<file path="src/rtl/utft_pkg.sv">
// Shared constants, types and tables for the uptime to FAT timestamp core.
`timescale 1ns / 1ps

package utft_pkg;

  localparam int MsW      = 32;
  localparam int FatW     = 32;
  localparam int CfgIdxW  = 3;
  localparam int CfgDataW = 12;

  // Edges from an accepted request to its result strobe.
  localparam int Latency = 14;

  typedef enum logic [CfgIdxW-1:0] {
    CfgYear   = 3'd0,
    CfgMonth  = 3'd1,
    CfgDay    = 3'd2,
    CfgHour   = 3'd3,
    CfgMinute = 3'd4,
    CfgSecond = 3'd5
  } cfg_idx_e;

  localparam logic [11:0] ResetYear   = 12'd1980;
  localparam logic [3:0]  ResetMonth  = 4'd1;
  localparam logic [4:0]  ResetDay    = 5'd1;
  localparam logic [4:0]  ResetHour   = 5'd0;
  localparam logic [5:0]  ResetMinute = 6'd0;
  localparam logic [5:0]  ResetSecond = 6'd0;

  localparam int unsigned EraDays  = 146097;
  localparam int unsigned EraYears = 400;
  localparam int unsigned FatEpoch = 1980;
  // One era is added to keep day counts positive; removed again in the year field.
  localparam int unsigned YearBias = (FatEpoch + EraYears) % 128;

  // Reciprocals: floor(x / D) = (x * ceil(2^Sh / D)) >> Sh for the x ranges used.
  localparam int Div125Sh = 36;
  localparam logic [29:0] Div125Mul = 30'(((64'd1 << Div125Sh) + 64'd124) / 64'd125);
  localparam int Div675Sh = 26;
  localparam logic [16:0] Div675Mul = 17'(((64'd1 << Div675Sh) + 64'd674) / 64'd675);
  localparam int Div225Sh = 21;
  localparam logic [13:0] Div225Mul = 14'(((64'd1 << Div225Sh) + 64'd224) / 64'd225);
  localparam int Div15Sh = 14;
  localparam logic [10:0] Div15Mul = 11'(((64'd1 << Div15Sh) + 64'd14) / 64'd15);
  localparam int Div25Sh = 14;
  localparam logic [9:0] Div25Mul = 10'(((64'd1 << Div25Sh) + 64'd24) / 64'd25);
  localparam int EraSh = 39;
  localparam logic [21:0] EraMul = 22'(((64'd1 << EraSh) + 64'd146096) / 64'd146097);
  localparam int Div365aSh = 25;
  localparam logic [16:0] Div365aMul = 17'(((64'd1 << Div365aSh) + 64'd364) / 64'd365);
  localparam int Div365bSh = 27;
  localparam logic [18:0] Div365bMul = 19'(((64'd1 << Div365bSh) + 64'd364) / 64'd365);

  typedef struct packed {
    logic [4:0] hh;
    logic [5:0] mi;
    logic [5:0] ss;
  } tod_t;

  // Day of a March-based year on which month mp starts.
  function automatic logic [8:0] month_off(input logic [3:0] mp);
    logic [8:0] off;
    case (mp)
      4'd0:    off = 9'd0;
      4'd1:    off = 9'd31;
      4'd2:    off = 9'd61;
      4'd3:    off = 9'd92;
      4'd4:    off = 9'd122;
      4'd5:    off = 9'd153;
      4'd6:    off = 9'd184;
      4'd7:    off = 9'd214;
      4'd8:    off = 9'd245;
      4'd9:    off = 9'd275;
      4'd10:   off = 9'd306;
      4'd11:   off = 9'd337;
      4'd12:   off = 9'd367;
      default: off = 9'd0;
    endcase
    return off;
  endfunction

endpackage

</file>
<file path="src/rtl/uptime_to_fat_timestamp_core.sv">
// Pipelined conversion of a millisecond uptime into a packed FAT date-time word.
//
// Channel   Direction  Ports                                   Handshake
// request   in         start_i, uptime_ms_i                    start_i & !busy_o
// result    out        valid_o, fat_datetime_o                 valid_o, one cycle
// config    in         cfg_we_i, cfg_idx_i, cfg_wdata_i         cfg_we_i
//
// Fourteen register stages; a request enters every cycle and its result leaves
// the last stage with valid_o. The depth comes from the chain of reciprocal
// multiplies (ms to s, s to days, days to era, year of era), each in its own stage.
// busy_o stays low: the pipeline never holds, and results cannot be held off.
// Reset clears the valid bits and sets the base moment to 1980-01-01 00:00:00.
`timescale 1ns / 1ps

module uptime_to_fat_timestamp_core (
  input  logic                          clk_i,
  input  logic                          rst_ni,
  input  logic                          start_i,
  output logic                          busy_o,
  input  logic [utft_pkg::MsW-1:0]      uptime_ms_i,
  output logic                          valid_o,
  output logic [utft_pkg::FatW-1:0]     fat_datetime_o,
  input  logic                          cfg_we_i,
  input  logic [utft_pkg::CfgIdxW-1:0]  cfg_idx_i,
  input  logic [utft_pkg::CfgDataW-1:0] cfg_wdata_i
);
  import utft_pkg::*;

  logic [11:0] year_q;
  logic [3:0]  month_q;
  logic [4:0]  day_q;
  logic [4:0]  hour_q;
  logic [5:0]  minute_q;
  logic [5:0]  second_q;

  logic               accept;
  logic [Latency-1:0] vld_q;
  logic [Latency-1:0] vld_d;

  assign busy_o = 1'b0;
  assign accept = start_i & ~busy_o;
  assign vld_d  = {vld_q[Latency-2:0], accept};

  always_ff @(posedge clk_i or negedge rst_ni) begin
    if (!rst_ni) begin
      year_q   <= ResetYear;
      month_q  <= ResetMonth;
      day_q    <= ResetDay;
      hour_q   <= ResetHour;
      minute_q <= ResetMinute;
      second_q <= ResetSecond;
      vld_q    <= '0;
    end else begin
      vld_q <= vld_d;
      if (cfg_we_i) begin
        case (cfg_idx_i)
          CfgYear:   year_q   <= cfg_wdata_i[11:0];
          CfgMonth:  month_q  <= cfg_wdata_i[3:0];
          CfgDay:    day_q    <= cfg_wdata_i[4:0];
          CfgHour:   hour_q   <= cfg_wdata_i[4:0];
          CfgMinute: minute_q <= cfg_wdata_i[5:0];
          CfgSecond: second_q <= cfg_wdata_i[5:0];
          default: ;
        endcase
      end
    end
  end

  // Stage 1: ms / 1000 product; base year shift, day of year, time of day.
  logic [3:0]  base_mp;
  logic [58:0] s1_msprod_d, s1_msprod_q;
  logic [12:0] s1_yq_d, s1_yq_q;
  logic [8:0]  s1_dayoff_d, s1_dayoff_q;
  logic [16:0] s1_todb_d, s1_todb_q;

  assign base_mp     = (month_q > 4'd2) ? month_q - 4'd3 : month_q + 4'd9;
  assign s1_msprod_d = 59'(uptime_ms_i[MsW-1:3]) * 59'(Div125Mul);
  assign s1_yq_d     = 13'(year_q) + 13'(EraYears) - 13'(month_q <= 4'd2);
  assign s1_dayoff_d = month_off(base_mp) + 9'(day_q);
  assign s1_todb_d   = 17'(hour_q) * 17'd3600 + 17'(minute_q) * 17'd60 + 17'(second_q);

  // Stage 2: elapsed plus base seconds of day; base era.
  logic [22:0] s2_t_d, s2_t_q;
  logic [18:0] era1_prod;
  logic [3:0]  s2_era1_d, s2_era1_q;
  logic [12:0] s2_yq_q;
  logic [8:0]  s2_dayoff_q;

  assign s2_t_d    = s1_msprod_q[Div125Sh +: 23] + 23'(s1_todb_q);
  assign era1_prod = 19'(s1_yq_q[12:4]) * 19'(Div25Mul);
  assign s2_era1_d = era1_prod[Div25Sh +: 4];

  // Stage 3: seconds / 86400 product; base year of era.
  logic [32:0] s3_dprod_d, s3_dprod_q;
  logic [22:0] s3_t_q;
  logic [8:0]  s3_yoeb_d, s3_yoeb_q;
  logic [3:0]  s3_era1_q;
  logic [8:0]  s3_dayoff_q;

  assign s3_dprod_d = 33'(s2_t_q[22:7]) * 33'(Div675Mul);
  assign s3_yoeb_d  = 9'(s2_yq_q - 13'(s2_era1_q) * 13'(EraYears));

  // Stage 4: whole days and second of day; base day count.
  logic [5:0]  s4_qd_d, s4_qd_q;
  logic [16:0] s4_tod_d, s4_tod_q;
  logic [16:0] c100b_prod;
  logic [1:0]  s4_c100b_d, s4_c100b_q;
  logic [20:0] s4_zpart_d, s4_zpart_q;

  assign s4_qd_d    = s3_dprod_q[Div675Sh +: 6];
  assign s4_tod_d   = 17'(s3_t_q - 23'(s4_qd_d) * 23'd86400);
  assign c100b_prod = 17'(s3_yoeb_q[8:2]) * 17'(Div25Mul);
  assign s4_c100b_d = c100b_prod[Div25Sh +: 2];
  assign s4_zpart_d = 21'(s3_era1_q) * 21'(EraDays) + 21'(s3_yoeb_q) * 21'd365
                    + 21'(s3_yoeb_q[8:2]) + 21'(s3_dayoff_q) - 21'd1;

  // Stage 5: shifted day number; hour product.
  logic [20:0] s5_zp_d, s5_zp_q;
  logic [26:0] s5_hprod_d, s5_hprod_q;
  logic [16:0] s5_tod_q;

  assign s5_zp_d    = s4_zpart_q + 21'(s4_qd_q) - 21'(s4_c100b_q);
  assign s5_hprod_d = 27'(s4_tod_q[16:4]) * 27'(Div225Mul);

  // Stage 6: era product; hour and second of hour.
  logic [42:0] s6_eprod_d, s6_eprod_q;
  logic [20:0] s6_zp_q;
  logic [4:0]  s6_hh_d, s6_hh_q;
  logic [11:0] s6_r_d, s6_r_q;

  assign s6_eprod_d = 43'(s5_zp_q) * 43'(EraMul);
  assign s6_hh_d    = s5_hprod_q[Div225Sh +: 5];
  assign s6_r_d     = 12'(s5_tod_q - 17'(s6_hh_d) * 17'd3600);

  // Stage 7: era and day of era; minute product.
  logic [3:0]  s7_eraz_d, s7_eraz_q;
  logic [17:0] s7_doe_d, s7_doe_q;
  logic [20:0] s7_mprod_d, s7_mprod_q;
  logic [4:0]  s7_hh_q;
  logic [11:0] s7_r_q;

  assign s7_eraz_d  = s6_eprod_q[EraSh +: 4];
  assign s7_doe_d   = 18'(s6_zp_q - 21'(s7_eraz_d) * 21'(EraDays));
  assign s7_mprod_d = 21'(s6_r_q[11:2]) * 21'(Div15Mul);

  // Stage 8: leap corrections of day of era; minute and second.
  logic [32:0] s8_aprod_d, s8_aprod_q;
  logic [2:0]  s8_c36_d, s8_c36_q;
  logic        s8_cend_d, s8_cend_q;
  logic [17:0] s8_doe_q;
  logic [3:0]  s8_eraz_q;
  tod_t        s8_tod_d, s8_tod_q;
  logic [5:0]  mi_w;

  assign s8_aprod_d = 33'(s7_doe_q[17:2]) * 33'(Div365aMul);
  assign s8_c36_d   = 3'(s7_doe_q >= 18'd36524) + 3'(s7_doe_q >= 18'd73048)
                    + 3'(s7_doe_q >= 18'd109572) + 3'(s7_doe_q >= 18'd146096);
  assign s8_cend_d  = (s7_doe_q == 18'd146096);
  assign mi_w       = s7_mprod_q[Div15Sh +: 6];
  assign s8_tod_d   = '{hh: s7_hh_q, mi: mi_w, ss: 6'(s7_r_q - 12'(mi_w) * 12'd60)};

  // Stage 9: day of era with leap days taken out.
  logic [17:0] s9_num_d, s9_num_q;
  logic [17:0] s9_doe_q;
  logic [3:0]  s9_eraz_q;
  tod_t        s9_tod_q;

  assign s9_num_d = s8_doe_q - 18'(s8_aprod_q[Div365aSh +: 8]) + 18'(s8_c36_q)
                  - 18'(s8_cend_q);

  // Stage 10: year of era product.
  logic [36:0] s10_yprod_d, s10_yprod_q;
  logic [17:0] s10_doe_q;
  logic [3:0]  s10_eraz_q;
  tod_t        s10_tod_q;

  assign s10_yprod_d = 37'(s9_num_q) * 37'(Div365bMul);

  // Stage 11: year of era and its century count.
  logic [8:0]  s11_yoe_d, s11_yoe_q;
  logic [16:0] c100_prod;
  logic [1:0]  s11_c100_d, s11_c100_q;
  logic [17:0] s11_doe_q;
  logic [3:0]  s11_eraz_q;
  tod_t        s11_tod_q;

  assign s11_yoe_d  = s10_yprod_q[Div365bSh +: 9];
  assign c100_prod  = 17'(s11_yoe_d[8:2]) * 17'(Div25Mul);
  assign s11_c100_d = c100_prod[Div25Sh +: 2];

  // Stage 12: day of March-based year.
  logic [8:0] s12_doy_d, s12_doy_q;
  logic [8:0] s12_yoe_q;
  logic [3:0] s12_eraz_q;
  tod_t       s12_tod_q;

  assign s12_doy_d = 9'(s11_doe_q - (18'(s11_yoe_q) * 18'd365 + 18'(s11_yoe_q[8:2])
                   - 18'(s11_c100_q)));

  // Stage 13: month of March-based year.
  logic [3:0] s13_mp_d, s13_mp_q;
  logic [8:0] s13_doy_q;
  logic [8:0] s13_yoe_q;
  logic [3:0] s13_eraz_q;
  tod_t       s13_tod_q;

  always_comb begin
    s13_mp_d = 4'd0;
    for (int k = 1; k < 12; k++) begin
      s13_mp_d = s13_mp_d + 4'(s12_doy_q >= month_off(4'(k)));
    end
  end

  // Stage 14: pack.
  logic [4:0]      day_w;
  logic [3:0]      mon_w;
  logic [6:0]      yr_w;
  logic [FatW-1:0] fat_d, fat_q;

  assign day_w = 5'(s13_doy_q - month_off(s13_mp_q) + 9'd1);
  assign mon_w = (s13_mp_q < 4'd10) ? s13_mp_q + 4'd3 : s13_mp_q - 4'd9;
  assign yr_w  = s13_yoe_q[6:0] + {s13_eraz_q[2:0], 4'b0000} + 7'(s13_mp_q >= 4'd10)
               - 7'(YearBias);
  assign fat_d = {yr_w, mon_w, day_w, s13_tod_q.hh, s13_tod_q.mi, s13_tod_q.ss[5:1]};

  always_ff @(posedge clk_i) begin
    s1_msprod_q <= s1_msprod_d;
    s1_yq_q     <= s1_yq_d;
    s1_dayoff_q <= s1_dayoff_d;
    s1_todb_q   <= s1_todb_d;

    s2_t_q      <= s2_t_d;
    s2_era1_q   <= s2_era1_d;
    s2_yq_q     <= s1_yq_q;
    s2_dayoff_q <= s1_dayoff_q;

    s3_dprod_q  <= s3_dprod_d;
    s3_t_q      <= s2_t_q;
    s3_yoeb_q   <= s3_yoeb_d;
    s3_era1_q   <= s2_era1_q;
    s3_dayoff_q <= s2_dayoff_q;

    s4_qd_q     <= s4_qd_d;
    s4_tod_q    <= s4_tod_d;
    s4_c100b_q  <= s4_c100b_d;
    s4_zpart_q  <= s4_zpart_d;

    s5_zp_q     <= s5_zp_d;
    s5_hprod_q  <= s5_hprod_d;
    s5_tod_q    <= s4_tod_q;

    s6_eprod_q  <= s6_eprod_d;
    s6_zp_q     <= s5_zp_q;
    s6_hh_q     <= s6_hh_d;
    s6_r_q      <= s6_r_d;

    s7_eraz_q   <= s7_eraz_d;
    s7_doe_q    <= s7_doe_d;
    s7_mprod_q  <= s7_mprod_d;
    s7_hh_q     <= s6_hh_q;
    s7_r_q      <= s6_r_q;

    s8_aprod_q  <= s8_aprod_d;
    s8_c36_q    <= s8_c36_d;
    s8_cend_q   <= s8_cend_d;
    s8_doe_q    <= s7_doe_q;
    s8_eraz_q   <= s7_eraz_q;
    s8_tod_q    <= s8_tod_d;

    s9_num_q    <= s9_num_d;
    s9_doe_q    <= s8_doe_q;
    s9_eraz_q   <= s8_eraz_q;
    s9_tod_q    <= s8_tod_q;

    s10_yprod_q <= s10_yprod_d;
    s10_doe_q   <= s9_doe_q;
    s10_eraz_q  <= s9_eraz_q;
    s10_tod_q   <= s9_tod_q;

    s11_yoe_q   <= s11_yoe_d;
    s11_c100_q  <= s11_c100_d;
    s11_doe_q   <= s10_doe_q;
    s11_eraz_q  <= s10_eraz_q;
    s11_tod_q   <= s10_tod_q;

    s12_doy_q   <= s12_doy_d;
    s12_yoe_q   <= s11_yoe_q;
    s12_eraz_q  <= s11_eraz_q;
    s12_tod_q   <= s11_tod_q;

    s13_mp_q    <= s13_mp_d;
    s13_doy_q   <= s12_doy_q;
    s13_yoe_q   <= s12_yoe_q;
    s13_eraz_q  <= s12_eraz_q;
    s13_tod_q   <= s12_tod_q;

    fat_q       <= fat_d;
  end

  assign valid_o        = vld_q[Latency-1];
  assign fat_datetime_o = fat_q;

endmodule

</file>
<file path="config.mk">
export PLATFORM = sky130hd
export DESIGN_NAME = uptime_to_fat_timestamp_core
export DESIGN_NICKNAME = d
export VERILOG_FILES = /design/src/rtl/utft_pkg.sv /design/src/rtl/uptime_to_fat_timestamp_core.sv
export SDC_FILE = /design/constraint.sdc
export NUM_CORES = 2
export LEC_CHECK = 0
export BUFFER_PORTS_ARGS = -buffer_cell sky130_fd_sc_hd__buf_2
export CORE_MARGIN = 3
export CORE_UTILIZATION = 56
export DETAILED_ROUTE_END_ITERATION = 6
export PLACE_DENSITY_LB_ADDON = 0.3
export SYNTH_ARGS = -nofsm -noshare
export SYNTH_HDL_FRONTEND = slang
export SYNTH_SLANG_ARGS = --single-unit
</file>
<file path="constraint.sdc">
create_clock -name clk_i -period 10.9 [get_ports clk_i]
set_input_delay 2.18 -clock clk_i [delete_from_list [all_inputs] [get_ports clk_i]]
set_output_delay 2.18 -clock clk_i [all_outputs]
set_load 0.05 [all_outputs]
</file>
Word level (Yosys, flattened, before mapping)
Memory sizes are Yosys's and may differ from the RTL's. A register that Yosys moved wholly into a read port is not among the register bits.
Index checks and enable logic that the tools add are counted.
{ "op_classes": {"magnitude_cmp": 19, "reduce_logical": 7, "n_mul": 20, "n_mux": 2, "n_addsub": 45, "eq_ne": 6} }
{ "ops": {"columns": ["operator", "n"], "rows": [
  ["$mul A29 B29 Y58 const B", 1],
  ["$mul A21 B22 Y43 const B", 1],
  ["$ge A18 B17 Y1 const B", 2],
  ["$ge A9 B8 Y1 const B", 4],
  ["$mul A18 B16 Y33 const B", 1],
  ["$mul A16 B16 Y32 const B", 1],
  ["$mul A16 B17 Y32 const B", 1],
  ["$add A4 B1 Y4", 7],
  ["$ge A9 B9 Y1 const B", 3],
  ["$mul A13 B14 Y26 const B", 1],
  ["$mul A7 B6 Y12 const B", 2],
  ["$add A23 B17 Y23", 1],
  ["$add A21 B18 Y21", 1],
  ["$add A21 B6 Y21", 1],
  ["$add A21 B7 Y21", 1],
  ["$add A21 B9 Y21", 1],
  ["$mul A4 B18 Y21 const B", 1],
  ["$sub A21 B1 Y21 const B", 1],
  ["$sub A21 B2 Y21", 1],
  ["$mul A10 B11 Y20 const B", 1],
  ["$add A18 B3 Y18", 1],
  ["$eq A18 B18 Y1 const B", 1],
  ["$ge A18 B16 Y1 const B", 1],
  ["$ge A18 B18 Y1 const B", 1],
  ["50 further kinds", 62]
]} }
{ "totals": {"regBits": 827, "romBits": 288, "word_cells": 178, "out_inout_bits": 34, "mem_count": 2, "inputBits": 51} }
{ "memory_table": {"columns": ["name", "words", "word_bits", "read_ports", "rd_ports_with_merged_regs", "write_ports", "line_no", "rtl"], "rows": [
  ["(no name shown)", 16, 9, 1, 1, 0, "utft_pkg.sv:63", "case (mp)"],
  ["(no name shown)", 16, 9, 1, 0, 0, "utft_pkg.sv:63", null]
]} }

Longest topological paths before layout
{ "logic_depth": {"ltp_word": 11, "depth_mapped": 25, "ltp_nobuf": 25} }

Worst setup path after synthesis
Ideal clock, no wire load.
{ "synth_timing": {"path_kind": "input to register", "from": "input uptime_ms_i[14] (netlist name)", "to": "register s1_msprod_q[57]", "required_time_ns": 10.828, "path_slack_ns": 2.459, "path_stages": 23, "path_buffers": 0, "t_arrival_ns": 8.369, "setup_ns": 0.072, "cell_sequence": "ha_1 fa_1 fa_1 inv_1 fa_1 inv_1 fa_1 fa_1 fa_1 inv_1 fa_1 inv_1 ha_1 a2111oi_0 a2111oi_0 a221oi_1 o21ai_1 o21a_2 o21ai_4 a2111o_1 a21oi_2 a2111oi_4 xnor2_1"} }
{ "synth_between": {"elab_chain_len": 1} }
{ "synth_lines": {"columns": ["item", "line_no", "rtl"], "rows": [
  ["start, declared", "uptime_to_fat_timestamp_core.sv:20", "input logic [utft_pkg::MsW-1:0] uptime_ms_i,"],
  ["$mul A29 B29 Y58", "uptime_to_fat_timestamp_core.sv:77", "assign s1_msprod_d = 59'(uptime_ms_i[MsW-1:3]) * 59'(Div125Mul);"],
  ["net s1_msprod_d[57]", "uptime_to_fat_timestamp_core.sv:71", "logic [58:0] s1_msprod_d, s1_msprod_q;"],
  ["end signal, assigned", "uptime_to_fat_timestamp_core.sv:227", "s1_msprod_q <= s1_msprod_d;"],
  ["end, declared", "uptime_to_fat_timestamp_core.sv:71", null]
]} }
The timed path passes the listed nets, and every way through them passes these cells.
A chain may end at the register's enable or synchronous reset.

Final worst setup path
{ "layout_timing": {"from": "input uptime_ms_i[24] (netlist name)", "to": "register s1_msprod_q[56]"} }
The elaborated chain is that of the path after synthesis.

==> results.sh <==
export IMPL_grt_pass1_vias=44100
export IMPL_violations="DRC"
export IMPL_drv_cap=0
export IMPL_clkTransAtPathRegs_ns=0.06
export IMPL_first_iter_violations=1525
export IMPL_yosys_area_share_simple=0.0335
export IMPL_cp_slowest_cell="fa_1"
export IMPL_relSlewSlack=0.194
export IMPL_clock_sinks=637
export IMPL_worst_slack_ns=2.09
export IMPL_synth_top_flop_cell="dfxtp_1"
export IMPL_synthesis_nets=8685
export IMPL_htreeDepth=3
export IMPL_drive_above_1_share=0.0429
export IMPL_place_ws_ns=1.46
export IMPL_final_core_util=0.605
export IMPL_floorplan_initialDensity=0.566
export IMPL_grt_max_degree=53
export IMPL_setup_worst_path_start="uptime_ms_i[24]"
export IMPL_numPortBuffers=80
export IMPL_muxShareOfSynthArea=0.00526
export IMPL_crit_arrival_ns=9.33
export IMPL_rsz0062_at_grt="no"
export IMPL_finalHoldViolCount=0
export IMPL_cts_hold_buffers=0
export IMPL_crit_required_ns=11.42
export IMPL_critPathMaxFanout=10
export IMPL_coreArea_um2=117000
export IMPL_rows=125
export IMPL_grt_usage=0.213
export IMPL_cp_num_cells=26
export IMPL_nets=8832
export IMPL_finalWeightedCongestion=0.892
export IMPL_setup_tns_ns=0
export IMPL_grt_pass1_wl_mm=212
export IMPL_worstSetupEndpointType="flip-flop"
export IMPL_clk_latency_ns=0.64
export IMPL_yosysWarnings=0
export IMPL_setup_worst_path_class="input pin to flip-flop"
export IMPL_die_w_um=349
export IMPL_cts_buffer_depth=3
export IMPL_synth_cells=6140
export IMPL_io_pins=85
export IMPL_fin_crit_sh=0.808
export IMPL_synth_edff_count=0
export IMPL_n_antenna_cell=0
export IMPL_cp_start_kind="input pin"
export IMPL_area_delta_synth_final_pct=7.02
export IMPL_worstReg2RegEnd="s6_eprod_q[42]"
export IMPL_wl_per_cell_um=15.5
export IMPL_status="finished with violations"
export IMPL_synth_compound_area_frac=0.0557
export IMPL_crit_family="adder cells"
export IMPL_max_freq_mhz=114
export IMPL_skew_ns=0.0222
export IMPL_vias=40100
export IMPL_synth_xor_area_frac=0.0369
export IMPL_endpoint="s1_msprod_q[56]"
export IMPL_routed_wl_mm=122
export IMPL_die_y_um=349
export IMPL_synth_async_reset_ratio=0.0816
export IMPL_netlist_area_um2=65900
export IMPL_reg2regPathDepth=18
export IMPL_cp_slowest_stage_delay_ns=0.55
export IMPL_post_cts_buffers=0
export IMPL_dr_pass1_iters=7
export IMPL_synth_adder_area_share=0.575
export IMPL_ant_nets=0
export IMPL_dieArea_um2=122000
export IMPL_root_buffer="clkbuf_16"
export IMPL_hp_class="flip-flop to flip-flop"
export IMPL_post_dp_hpwl_mm=103
export IMPL_worst_pin_slew_ns=1.20
export IMPL_route_detailed_drc=3
export IMPL_path_buf_inv=7
export IMPL_avgSynthCellArea_um2=10.7
export IMPL_slew_violations=0
export IMPL_critical_path_most_common_cell="fa_1"
export IMPL_antenna_found_initial=1
export IMPL_synth_top_family_by_area="adder cells"
export IMPL_final_common_cell="inv_1"
export IMPL_setup_viol=0
export IMPL_finalCriticalPeriod_ns=8.81
export IMPL_cts_resized_gates=0
export IMPL_most_common_layout_cells="inv_1, ha_1, fa_1"
export IMPL_timing_rr_start="s5_zp_q[8]"
export IMPL_cts_made_buffers=69
export IMPL_cts_tree="yes"
export IMPL_globalRouteOverflowTotal=0
export IMPL_yosysSeqAreaShare=0.198
export IMPL_synth_seq_cells=637
export IMPL_avgViaCountPerCell=5.10
export IMPL_r2r_slack_ns=3.91
export IMPL_nFillCells=9467
export IMPL_synth_cell_types=74
==> cell type report <==
| type | count | area, µm² | area share |
|---|---|---|---|
| multi-input combinational | 3821 | 46600 | 0.660 |
| sequential | 637 | 13000 | 0.185 |
| inverter | 1669 | 6260 | 0.0888 |
| tap | 1524 | 1910 | 0.0270 |
| clock buffer | 85 | 1890 | 0.0267 |
| timing repair buffer | 89 | 468 | 0.00663 |
| clock inverter | 36 | 414 | 0.00587 |
==> synthesized netlist by cell type, drive strengths merged, types with 29 or more instances <==
cell / count / share of area
nand2: 104 / 0.0059
inv: 1669 / 0.095
a21oi: 169 / 0.013
o21ai: 96 / 0.0075
fa: 893 / 0.27
mux2: 29 / 0.0050
o21bai: 35 / 0.0040
dfxtp: 585 / 0.18
ha: 1601 / 0.30
dfrtp: 42 / 0.016
nor3: 43 / 0.0033
nand3: 34 / 0.0026
xor2: 65 / 0.0086
xnor2: 213 / 0.028
nor2: 136 / 0.0077
o21a: 29 / 0.0033
a21o: 85 / 0.0097
==> routing by layer <==
| layer | track usage | part of all wire | wire, µm |
|---|---|---|---|
| met1 | 0.270 | 0.43 | 53100 |
| met2 | 0.383 | 0.51 | 61800 |
| met3 | 0.0260 | 0.032 | 3870 |
| met4 | 0.0586 | 0.027 | 3360 |
| met5 | 0 | 0 | 0 |
==> how the worst min path moves through the flow <==
stage / from / endpoint / slack, ns / depth (start not counted)
3_3_place_gp: s9_tod_q[7] / s10_tod_q[7] / 0.31 / 0
3_5_place_dp: s9_doe_q[3] / s10_doe_q[3] / 0.31 / 0
6_report: s8_tod_q[16] / s9_tod_q[16] / 0.32 / 0
2_1_floorplan: s12_tod_q[1] / fat_d[0] / 0.31 / 0
5_1_grt: s10_doe_q[5] / s11_doe_q[5] / 0.32 / 0
4_1_cts: s2_dayoff_q[0] / s3_dayoff_q[0] / 0.31 / 0
==> through the flow <==
stage,cell area [µm²],instances,hold WS [ns]
6_report,70500,7861,0.319
5_1_grt,70500,7861,0.324
4_1_cts,70500,7861,0.314
3_5_place_dp,68200,7740,0.312
3_3_place_gp,68200,7740,0.310
2_1_floorplan,65900,6140,0.310
==> state kept, by name, indices dropped and copies added (netlist names), 17 cells and up, named ones only <==
register	count
s1_todb_q	17
s8_doe_q	18
fat_datetime_o	32
s7_doe_q	18
s9_num_q	18
s5_zp_q	21
s6_zp_q	18
s4_zpart_q	21
s2_t_q	22
s1_msprod_q	23
==> kinds of logic after synthesis <==
family / after synthesis
flops: 637
fa+ha+maj: 2494
other cells: 1
compound gates: 560
buf+inv: 1682
mux: 31
simple gates: 457
xor+xnor: 278
Power is not shown: default switching activity piles up to over one toggle a cycle in this logic, so the estimate is an artifact.
